### config.mk
export PLATFORM = sky130hd
export DESIGN_NAME = byte_diff_run_detector_top_flat
export DESIGN_NICKNAME = d
export VERILOG_FILES = /design/src/rtl/bdrd_pkg.sv /design/src/rtl/bdrd_if.sv /design/src/rtl/bdrd_track.sv /design/src/rtl/byte_diff_run_detector_top.sv /design/src/flat_wrapper.sv
export VERILOG_INCLUDE_DIRS = /design/src /design/src/rtl
export SDC_FILE = /design/constraint.sdc
export NUM_CORES = 1
export LEC_CHECK = 0
export BUFFER_PORTS_ARGS = -buffer_cell sky130_fd_sc_hd__buf_4
export CAP_MARGIN = 10
export CORE_ASPECT_RATIO = 1.4
export CORE_MARGIN = 2
export CORE_UTILIZATION = 25
export DETAILED_ROUTE_END_ITERATION = 6
export SYNTH_ARGS = -nofsm -noshare
export SYNTH_HDL_FRONTEND = slang
export SYNTH_SLANG_ARGS = --single-unit
### constraint.sdc
create_clock -name clk -period 7.36 [get_ports clk]
set_input_delay 1.84 -clock clk [delete_from_list [all_inputs] [get_ports clk]]
set_output_delay 1.84 -clock clk [all_outputs]
set_load 0.005 [all_outputs]
### src/rtl/byte_diff_run_detector_top_macros.svh
// Assertion helpers used by the top block to check itself.
`ifndef BYTE_DIFF_RUN_DETECTOR_TOP_MACROS_SVH
`define BYTE_DIFF_RUN_DETECTOR_TOP_MACROS_SVH

// Same-cycle implication, sampled on clk, off during reset.
`define BDRD_ASSERT_NOW(label, ante, cons, msg) \
	label: assert property (@(posedge clk) disable iff (!arst_n) (ante) |-> (cons)) \
		else $error(msg);

// Next-cycle implication, sampled on clk, off during reset.
`define BDRD_ASSERT_NEXT(label, ante, cons, msg) \
	label: assert property (@(posedge clk) disable iff (!arst_n) (ante) |=> (cons)) \
		else $error(msg);

`endif

### src/rtl/bdrd_pkg.sv
`default_nettype none

package bdrd_pkg;

	localparam int OUT_BITS       = 48;
	localparam int CFG_DATA_BITS  = 16;
	localparam int CFG_INDEX_BITS = 2;

	typedef enum logic [CFG_INDEX_BITS-1:0] {
		REG_GAP_LIMIT        = 2'd0,
		REG_STOP_AFTER_FIRST = 2'd1,
		REG_COMPARE_FIXED    = 2'd2,
		REG_FILL_BYTE        = 2'd3
	} cfg_reg_t;

	typedef struct packed {
		logic       stop_after_first;
		logic       compare_fixed;
		logic [7:0] fill_byte;
	} cfg_flags_t;

	// What one accepted pair sends down the result pipeline.
	typedef struct packed {
		logic emit;    // a run closes on this pair
		logic at_end;  // it closes because the stream ended
		logic clr;     // the stream ends here: clear the running total after
	} tok_t;

endpackage

`default_nettype wire

### src/rtl/bdrd_if.sv
`default_nettype none

interface bdrd_in_if;
	import bdrd_pkg::*;
	logic       valid;
	logic       ready;
	logic [7:0] byte_a;
	logic [7:0] byte_b;
	logic       last_byte;

	modport source (output valid, output byte_a, output byte_b, output last_byte,
		input ready);
	modport sink (input valid, input byte_a, input byte_b, input last_byte,
		output ready);
endinterface

interface bdrd_out_if;
	import bdrd_pkg::*;
	logic                valid;
	logic                ready;
	logic [OUT_BITS-1:0] run_start;
	logic [OUT_BITS-1:0] run_length;
	logic [OUT_BITS-1:0] total_differing;
	logic                closed_at_end;

	modport source (output valid, output run_start, output run_length,
		output total_differing, output closed_at_end, input ready);
	modport sink (input valid, input run_start, input run_length,
		input total_differing, input closed_at_end, output ready);
endinterface

interface bdrd_cfg_if;
	import bdrd_pkg::*;
	logic                      valid;
	logic                      ready;
	logic [CFG_INDEX_BITS-1:0] index;
	logic [CFG_DATA_BITS-1:0]  data;

	modport source (output valid, output index, output data, input ready);
	modport sink (input valid, input index, input data, output ready);
endinterface

`default_nettype wire

### src/rtl/bdrd_track.sv
`default_nettype none

module bdrd_track #(
	parameter int POSITION_BITS = 48,
	parameter int GAP_BITS      = 16
) (
	input  wire logic                     clk,
	input  wire logic                     arst_n,
	input  wire logic                     accept,
	input  wire logic [7:0]               byte_a,
	input  wire logic [7:0]               byte_b,
	input  wire logic                     last_byte,
	input  wire logic [GAP_BITS-1:0]      gap_limit,
	input  wire bdrd_pkg::cfg_flags_t     flags,
	output bdrd_pkg::tok_t                tok,
	output logic      [POSITION_BITS-1:0] tok_begin,
	output logic      [POSITION_BITS:0]   tok_span1,
	output logic      [GAP_BITS:0]        tok_eq
);
	import bdrd_pkg::*;

	localparam logic [POSITION_BITS-1:0] POS_MAX = {POSITION_BITS{1'b1}};

	logic                     open_q;
	logic [POSITION_BITS-1:0] begin_q;
	logic [GAP_BITS:0]        eq_q;
	logic [POSITION_BITS-1:0] pos_q;
	logic                     stop_q;

	logic [7:0]               b_cmp;
	logic                     differ;
	logic [GAP_BITS:0]        eq_inc;
	logic                     close_gap;
	logic                     open_after;
	logic [POSITION_BITS-1:0] begin_n;
	logic [GAP_BITS:0]        eq_n;
	logic [POSITION_BITS-1:0] pos_inc;

	always_comb begin
		b_cmp      = flags.compare_fixed ? flags.fill_byte : byte_b;
		differ     = byte_a != b_cmp;
		eq_inc     = eq_q + 1'b1;
		close_gap  = !stop_q && !differ && open_q && (eq_inc > {1'b0, gap_limit});
		open_after = differ || open_q;
		begin_n    = (differ && !open_q) ? pos_q : begin_q;
		eq_n       = differ ? '0 : (open_q ? eq_inc : eq_q);
		pos_inc    = (pos_q == POS_MAX) ? pos_q : pos_q + 1'b1;

		tok.emit   = !stop_q && (close_gap || (last_byte && open_after));
		tok.at_end = !close_gap;
		tok.clr    = last_byte;
		tok_begin  = begin_n;
		tok_eq     = eq_n;
		// bytes from run start through the current byte
		tok_span1  = {1'b0, pos_q} - {1'b0, begin_n} + 1'b1;
	end

	always_ff @(posedge clk or negedge arst_n) begin
		if (!arst_n) begin
			open_q  <= 1'b0;
			begin_q <= '0;
			eq_q    <= '0;
			pos_q   <= '0;
			stop_q  <= 1'b0;
		end else if (accept) begin
			if (last_byte) begin
				open_q  <= 1'b0;
				begin_q <= '0;
				eq_q    <= '0;
				pos_q   <= '0;
				stop_q  <= 1'b0;
			end else if (!stop_q) begin
				pos_q   <= pos_inc;
				open_q  <= open_after && !close_gap;
				eq_q    <= close_gap ? '0 : eq_n;
				begin_q <= begin_n;
				stop_q  <= close_gap && flags.stop_after_first;
			end
		end
	end

endmodule

`default_nettype wire

### src/rtl/byte_diff_run_detector_top.sv
// Channel  Role     Request                     Payload
// pairs    sink     one aligned byte pair       byte_a, byte_b, last_byte
// runs     source   one closed difference run   run_start, run_length,
//                                               total_differing, closed_at_end
// cfg      sink     one register write          index, data (always ready)
//
// One byte pair is taken every cycle unless pairs stall; run tracking updates
// at the pair's edge. A closed run moves from the span stage (s1) through the
// length stage (s2) and the running-total adder into the output register.
// Pipeline stages move independently, so pairs keep flowing while a result
// waits; pairs stall only when every stage ahead holds a pending request.
// Reset clears all tracking state, totals and valid flags; registers read 0.
`default_nettype none
`include "byte_diff_run_detector_top_macros.svh"

module byte_diff_run_detector_top #(
	parameter int POSITION_BITS = 48,
	parameter int GAP_BITS      = 16
) (
	input  wire logic clk,
	input  wire logic arst_n,
	bdrd_in_if.sink   pairs,
	bdrd_out_if.source runs,
	bdrd_cfg_if.sink  cfg
);
	import bdrd_pkg::*;

	localparam logic [POSITION_BITS-1:0] POS_MAX = {POSITION_BITS{1'b1}};

	// configuration
	logic [GAP_BITS-1:0] gap_q;
	cfg_flags_t          flags_q;

	assign cfg.ready = 1'b1;

	always_ff @(posedge clk or negedge arst_n) begin
		if (!arst_n) begin
			gap_q   <= '0;
			flags_q <= '0;
		end else if (cfg.valid) begin
			unique case (cfg_reg_t'(cfg.index))
				REG_GAP_LIMIT:        gap_q                    <= GAP_BITS'(cfg.data);
				REG_STOP_AFTER_FIRST: flags_q.stop_after_first <= cfg.data[0];
				REG_COMPARE_FIXED:    flags_q.compare_fixed    <= cfg.data[0];
				REG_FILL_BYTE:        flags_q.fill_byte        <= cfg.data[7:0];
				default:              gap_q                    <= gap_q;
			endcase
		end
	end

	// run tracking
	tok_t                     tok;
	logic [POSITION_BITS-1:0] tok_begin;
	logic [POSITION_BITS:0]   tok_span1;
	logic [GAP_BITS:0]        tok_eq;
	logic                     accept;

	bdrd_track #(
		.POSITION_BITS(POSITION_BITS),
		.GAP_BITS     (GAP_BITS)
	) u_track (
		.clk      (clk),
		.arst_n   (arst_n),
		.accept   (accept),
		.byte_a   (pairs.byte_a),
		.byte_b   (pairs.byte_b),
		.last_byte(pairs.last_byte),
		.gap_limit(gap_q),
		.flags    (flags_q),
		.tok      (tok),
		.tok_begin(tok_begin),
		.tok_span1(tok_span1),
		.tok_eq   (tok_eq)
	);

	// pipeline
	logic                     v_s1;
	tok_t                     tok_s1;
	logic [POSITION_BITS-1:0] begin_s1;
	logic [POSITION_BITS:0]   span1_s1;
	logic [GAP_BITS:0]        eq_s1;

	logic                     v_s2;
	tok_t                     tok_s2;
	logic [POSITION_BITS-1:0] begin_s2;
	logic [POSITION_BITS-1:0] len_s2;

	logic                     out_v_q;
	logic [POSITION_BITS-1:0] start_q;
	logic [POSITION_BITS-1:0] len_q;
	logic [POSITION_BITS-1:0] tot_q;
	logic                     end_q;
	logic [POSITION_BITS-1:0] total_q;

	logic                     out_free;
	logic                     rdy_s2;
	logic                     rdy_s1;
	logic                     drain;
	logic [POSITION_BITS:0]   eq_x;
	logic [POSITION_BITS:0]   len_d;
	logic [POSITION_BITS-1:0] len_n;
	logic [POSITION_BITS:0]   sum;
	logic [POSITION_BITS-1:0] sum_sat;

	always_comb begin
		out_free    = !out_v_q || runs.ready;
		rdy_s2      = !v_s2 || !tok_s2.emit || out_free;
		rdy_s1      = !v_s1 || rdy_s2;
		pairs.ready = rdy_s1;
		accept      = pairs.valid && rdy_s1;
		drain       = v_s2 && rdy_s2;

		// a saturated position can leave more equal bytes than span: length one
		eq_x  = (POSITION_BITS + 1)'(eq_s1);
		len_d = span1_s1 - eq_x;
		if (eq_x >= span1_s1) begin
			len_n = POSITION_BITS'(1);
		end else if (len_d[POSITION_BITS]) begin
			len_n = POS_MAX;
		end else begin
			len_n = len_d[POSITION_BITS-1:0];
		end

		sum     = {1'b0, total_q} + {1'b0, len_s2};
		sum_sat = sum[POSITION_BITS] ? POS_MAX : sum[POSITION_BITS-1:0];
	end

	always_ff @(posedge clk or negedge arst_n) begin
		if (!arst_n) begin
			v_s1    <= 1'b0;
			v_s2    <= 1'b0;
			out_v_q <= 1'b0;
			total_q <= '0;
		end else begin
			if (rdy_s1) begin
				v_s1 <= accept && (tok.emit || tok.clr);
			end
			if (rdy_s2) begin
				v_s2 <= v_s1;
			end
			if (out_free) begin
				out_v_q <= drain && tok_s2.emit;
			end
			if (drain) begin
				if (tok_s2.clr) begin
					total_q <= '0;
				end else if (tok_s2.emit) begin
					total_q <= sum_sat;
				end
			end
		end
	end

	always_ff @(posedge clk) begin
		if (accept && rdy_s1) begin
			tok_s1   <= tok;
			begin_s1 <= tok_begin;
			span1_s1 <= tok_span1;
			eq_s1    <= tok_eq;
		end
		if (rdy_s2 && v_s1) begin
			tok_s2   <= tok_s1;
			begin_s2 <= begin_s1;
			len_s2   <= len_n;
		end
		if (out_free && drain && tok_s2.emit) begin
			start_q <= begin_s2;
			len_q   <= len_s2;
			tot_q   <= sum_sat;
			end_q   <= tok_s2.at_end;
		end
	end

	assign runs.valid           = out_v_q;
	assign runs.run_start       = OUT_BITS'(start_q);
	assign runs.run_length      = OUT_BITS'(len_q);
	assign runs.total_differing = OUT_BITS'(tot_q);
	assign runs.closed_at_end   = end_q;

	`BDRD_ASSERT_NOW(a_len_nonzero, out_v_q, len_q != '0, "reported run has zero length")
	`BDRD_ASSERT_NOW(a_total_covers, out_v_q, tot_q >= len_q, "total below run length")
	`BDRD_ASSERT_NEXT(a_total_clear, drain && tok_s2.clr, total_q == '0, "total not cleared at end")

endmodule

`default_nettype wire

### src/flat_wrapper.sv
// flat-port wrapper written by rule: the top's interface ports become plain ports
module byte_diff_run_detector_top_flat import bdrd_pkg::*;
#(
	parameter int POSITION_BITS = 48,
	parameter int GAP_BITS      = 16
)
  (clk, arst_n, pairs_valid, pairs_byte_a, pairs_byte_b, pairs_last_byte, pairs_ready, runs_valid, runs_run_start, runs_run_length, runs_total_differing, runs_closed_at_end, runs_ready, cfg_valid, cfg_index, cfg_data, cfg_ready);
  bdrd_in_if pairs_i ();
  bdrd_out_if runs_i ();
  bdrd_cfg_if cfg_i ();
  input  wire logic clk;
  input  wire logic arst_n;
  input wire logic [$bits(pairs_i.valid)-1:0] pairs_valid;
  input wire logic [$bits(pairs_i.byte_a)-1:0] pairs_byte_a;
  input wire logic [$bits(pairs_i.byte_b)-1:0] pairs_byte_b;
  input wire logic [$bits(pairs_i.last_byte)-1:0] pairs_last_byte;
  output wire logic [$bits(pairs_i.ready)-1:0] pairs_ready;
  output wire logic [$bits(runs_i.valid)-1:0] runs_valid;
  output wire logic [$bits(runs_i.run_start)-1:0] runs_run_start;
  output wire logic [$bits(runs_i.run_length)-1:0] runs_run_length;
  output wire logic [$bits(runs_i.total_differing)-1:0] runs_total_differing;
  output wire logic [$bits(runs_i.closed_at_end)-1:0] runs_closed_at_end;
  input wire logic [$bits(runs_i.ready)-1:0] runs_ready;
  input wire logic [$bits(cfg_i.valid)-1:0] cfg_valid;
  input wire logic [$bits(cfg_i.index)-1:0] cfg_index;
  input wire logic [$bits(cfg_i.data)-1:0] cfg_data;
  output wire logic [$bits(cfg_i.ready)-1:0] cfg_ready;
  assign pairs_i.valid = pairs_valid;
  assign pairs_i.byte_a = pairs_byte_a;
  assign pairs_i.byte_b = pairs_byte_b;
  assign pairs_i.last_byte = pairs_last_byte;
  assign pairs_ready = pairs_i.ready;
  assign runs_valid = runs_i.valid;
  assign runs_run_start = runs_i.run_start;
  assign runs_run_length = runs_i.run_length;
  assign runs_total_differing = runs_i.total_differing;
  assign runs_closed_at_end = runs_i.closed_at_end;
  assign runs_i.ready = runs_ready;
  assign cfg_i.valid = cfg_valid;
  assign cfg_i.index = cfg_index;
  assign cfg_i.data = cfg_data;
  assign cfg_ready = cfg_i.ready;
  byte_diff_run_detector_top #(.POSITION_BITS(POSITION_BITS), .GAP_BITS(GAP_BITS)) u_core (.clk(clk), .arst_n(arst_n), .pairs(pairs_i), .runs(runs_i), .cfg(cfg_i));
endmodule
==> summary.md <==
| Metric | Value |
|---|---|
| Status | complete, no violations |
| Synthesis-to-finish area growth | 18.3% |
| Worst-path fanout max | 4 |
| Core ar. | 112000 um^2 |
| Register bit total from synthesis | 553 |
| Headroom to the max-slew limit | 0.151 |
| Setup crit end | u_core.span1_s1[47] |
| Post-CTS Setup Bufs | 0 |
| ANT cells | 0 |
| Layout cells sized above 1 | 0.138 |
| Largest net degree at the start of global routing | 146 |
| Slew Limit Fails | 0 |
| WL/cell | 16.9 um |
| Vias in the first global route | 19.2k |
| Post-synth EDFFs | 361 |
| Least-Margin Pin Slew | 1.27 ns |
| CP Data Required Time | 7.85 ns |
| Worst skew pair latency | 0.64 ns |
| Crit. End Element | flop |
| Residual DRC | 0 |
| Critical path arrival | 6.68 ns |
| IO Count | 188 |
| Iteration-0 DRC Markers | 1150 |
| Clock buffer count from CTS | 54 |
| Dpl hpwl | 52.2 mm |
| First-pass GRT wire length | 110 mm |
| Die Width | 288 um |
| Most numerous cell in the Yosys netlist | edfxtp_1 |
| Final Hold Fails | 0 |
| Finish-stage setup viols | 0 |
| Dominant cell type by area after synthesis | edfxtp_1 |
| RSZ-0062 raised after global routing | false |
| Routed vias/inst | 4.56 |
| Starting Density | 0.252 |
| Total nets after synthesis | 2697 |
| Post-route clock period utilization | 0.840 |
| Post-synth cell types | 79 |
| DIE HEIGHT | 402 um |
| Minimum clock period | 6.18 ns |
| Crit path kind | in -> reg |
| Synth cell count leaders | edfxtp_1, nand2_1, dfrtp_1, nor2_1, ha_1 |
| P per Cell Area | 295 nW/um^2 |
| Hold slack final | 0.412 ns |
| I/O Buffers | 186 |
| Clock Path Buffers | 3 |
| Post-cts sizing count | 0 |
| CTS Hold Bufs | 0 |
| Leakage | 14.1 nW |
| H-tree depth | 2 |
| CP startpoint kind | input port |
| Worst reg-to-reg path cell count | 21 |
| Reg clk slew, reported paths | 0.07 ns |
| Synth area leaders | edfxtp_1, dfrtp_1, ha_1 |
| Critical Path Source | pairs_byte_b[2] |
| Total routed wirelength | 70.9 mm |
| Post-synth top area share | 0.384 |
| Cell Area, Synth | 28200 um^2 |
| GRT Total Usage | 0.121 |
| Final ANT Viol Nets | 0 |
| Vias | 19.1k |
| Maximum clock rate | 0.162 GHz |
| Top FF cell, synth | edfxtp_1 |
| CTS root buffer | clkbuf_16 |
| Nets | 2868 |
| Std-Cell Rows | 145 |
| Max Cap Viol | 0 |
| Async S/R FF share, synth | 0.347 |
| Maximum vdd ir drop | 0.185 mV |
| Cells after Synth | 2507 |
| Clock sinks | 553 |
| Initial antenna violation count | 0 |
| R2r startpoint | u_core.flags_q[8] |
| Worst reg-to-reg setup slack | 1.75 ns |
| Syn. warnings | 0 |
| TNS Setup | 0 ns |
| R2R Path End | u_core.span1_s1[47] |
| Syn avg cell area | 11.3 um^2 |
| Routability cong. | 0.861 |
| Clock Skew | 0.0524 ns |
| Post-synthesis sequential area ratio | 0.554 |
| HP Class | reg -> reg |
| Die footprint | 116000 um^2 |
| Gr ovfl total | 0 |
| CTS tree | built |
| First drt pass iteration count | 5 |
[cell type report]
| type | instances | area, um^2 |
|---|---|---|
| clock buffers | 64 | 1480 |
| clock inverters | 38 | 519 |
| fillers | 11600 | 78400 |
| inverters | 115 | 432 |
| multi-input cells | 1736 | 11800 |
| flip-flops and latches | 553 | 15600 |
| well taps | 1470 | 1840 |
| repair buffers | 218 | 1680 |
[registers in the layout, indices dropped and copies added, names as in the netlist, 48 cells and up]
name / cells
u_core.u_track.pos_q: 48
u_core.begin_s2: 48
u_core.runs.run_length: 48
u_core.begin_s1: 48
u_core.total_q: 48
u_core.runs.total_differing: 48
u_core.span1_s1: 49
u_core.len_s2: 48
u_core.u_track.begin_q: 48
u_core.runs.run_start: 48
[worst max-delay path: stages]
cell	delay, ns
buf_4	0.11
mux2i_1	0.15
xnor2_1	0.08
nor4_1	0.30
nand2_1	0.21
nand2b_4	0.15
o21ai_0	0.14
ha_1	0.30
inv_1	0.04
ha_1	0.20
inv_1	0.07
fa_1	0.19
nand2b_1	0.14
a21oi_1	0.15
o32ai_2	0.43
o21ai_1	0.23
a221oi_2	0.48
o21ai_2	0.17
a2111oi_2	0.46
o21ai_1	0.20
or4b_1	0.53
nand3_1	0.09
[through the flow]
step / std cells / total power [mW] / cell area [um^2] / utilization / worst slack (ns)
after floorplan: 2507 / 6.04 / 28200 / - / 0.347
after global placement: 4092 / 6.78 / 31400 / 0.281 / 0.491
after detailed placement: 4092 / 6.81 / 31400 / 0.281 / 0.520
after CTS: 4194 / 9.96 / 33400 / 0.299 / 1.19
after global routing: 4194 / 10.4 / 33400 / 0.299 / 0.737
final: 4194 / 9.85 / 33400 / 0.299 / 1.18
[worst min-delay path by stage]
stage | start | slack (ns) | cells after the start | to
after floorplan | u_core.begin_s1[0] | 0.40 | 0 | u_core.begin_s2[0]
after global placement | u_core.tok_s1[0] | 0.40 | 0 | u_core.tok_s2[0]
after detailed placement | u_core.begin_s1[15] | 0.40 | 0 | u_core.begin_s2[15]
after CTS | u_core.begin_s1[17] | 0.41 | 0 | u_core.begin_s2[17]
after global routing | u_core.begin_s1[17] | 0.42 | 0 | u_core.begin_s2[17]
final | u_core.begin_s1[17] | 0.41 | 0 | u_core.begin_s2[17]
[kinds of logic (layout without fill, tap and decap cells)]
group | count (synthesis) | after routing | synth area share
AND/OR/NAND/NOR | 710 | 710 | 0.118
other | 1 | 1 | 0.000133
AO/OA/AOI/OAI | 598 | 598 | 0.141
XOR/XNOR | 236 | 236 | 0.0733
flip-flops | 553 | 553 | 0.554
buffers and inverters | 218 | 435 | 0.0304
multiplexers | 41 | 41 | 0.0151
adder cells (fa/ha/maj) | 150 | 150 | 0.0673
[routing by layer]
metal,vias to the layer above,part of all wire,track usage
li1,9407,-,-
met1,9230,0.41,0.142
met2,350,0.50,0.214
met3,121,0.044,0.0218
met4,0,0.042,0.0522
met5,-,0,0
[placed cells by master, fill, tap and decap left out, types with 5 or more instances in the layout]
cell type,synthesis,routed
mux2i_1,28,28
xnor2_1,110,109
o41ai_1,6,6
nand3_1,52,52
a211o_1,7,7
a22o_1,90,90
nor3_1,29,27
o21bai_1,15,15
nor4_1,16,16
nand3b_1,10,10
dfrtp_1,192,192
nor2_1,172,171
xor2_1,126,126
clkbuf_16,0,56
a211oi_1,7,7
clkbuf_8,0,6
buf_4,1,214
o211ai_1,5,5
o21ai_0,140,140
clkinvlp_4,0,6
inv_1,115,115
or3_1,15,15
a21oi_2,19,19
nand4_1,39,39
bufinv_16,0,9
and2_1,7,6
a21o_1,83,83
and3_1,27,27
nand2b_1,26,25
nor2b_1,18,17
a21oi_1,143,143
a221o_1,7,7
edfxtp_1,361,361
a31oi_1,17,16
nand2_1,269,269
mux2_2,13,13
o21a_1,16,16
clkinv_2,0,8
ha_1,147,147
[where the power goes]
group          internal [mW]  switching (mW)  total [mW]
logic                   1.12            1.58        2.71
registers               3.82           0.222        4.04
clock network           1.78            1.31        3.10
total                   6.73            3.12        9.85
Power figures use the tool's default switching activity.
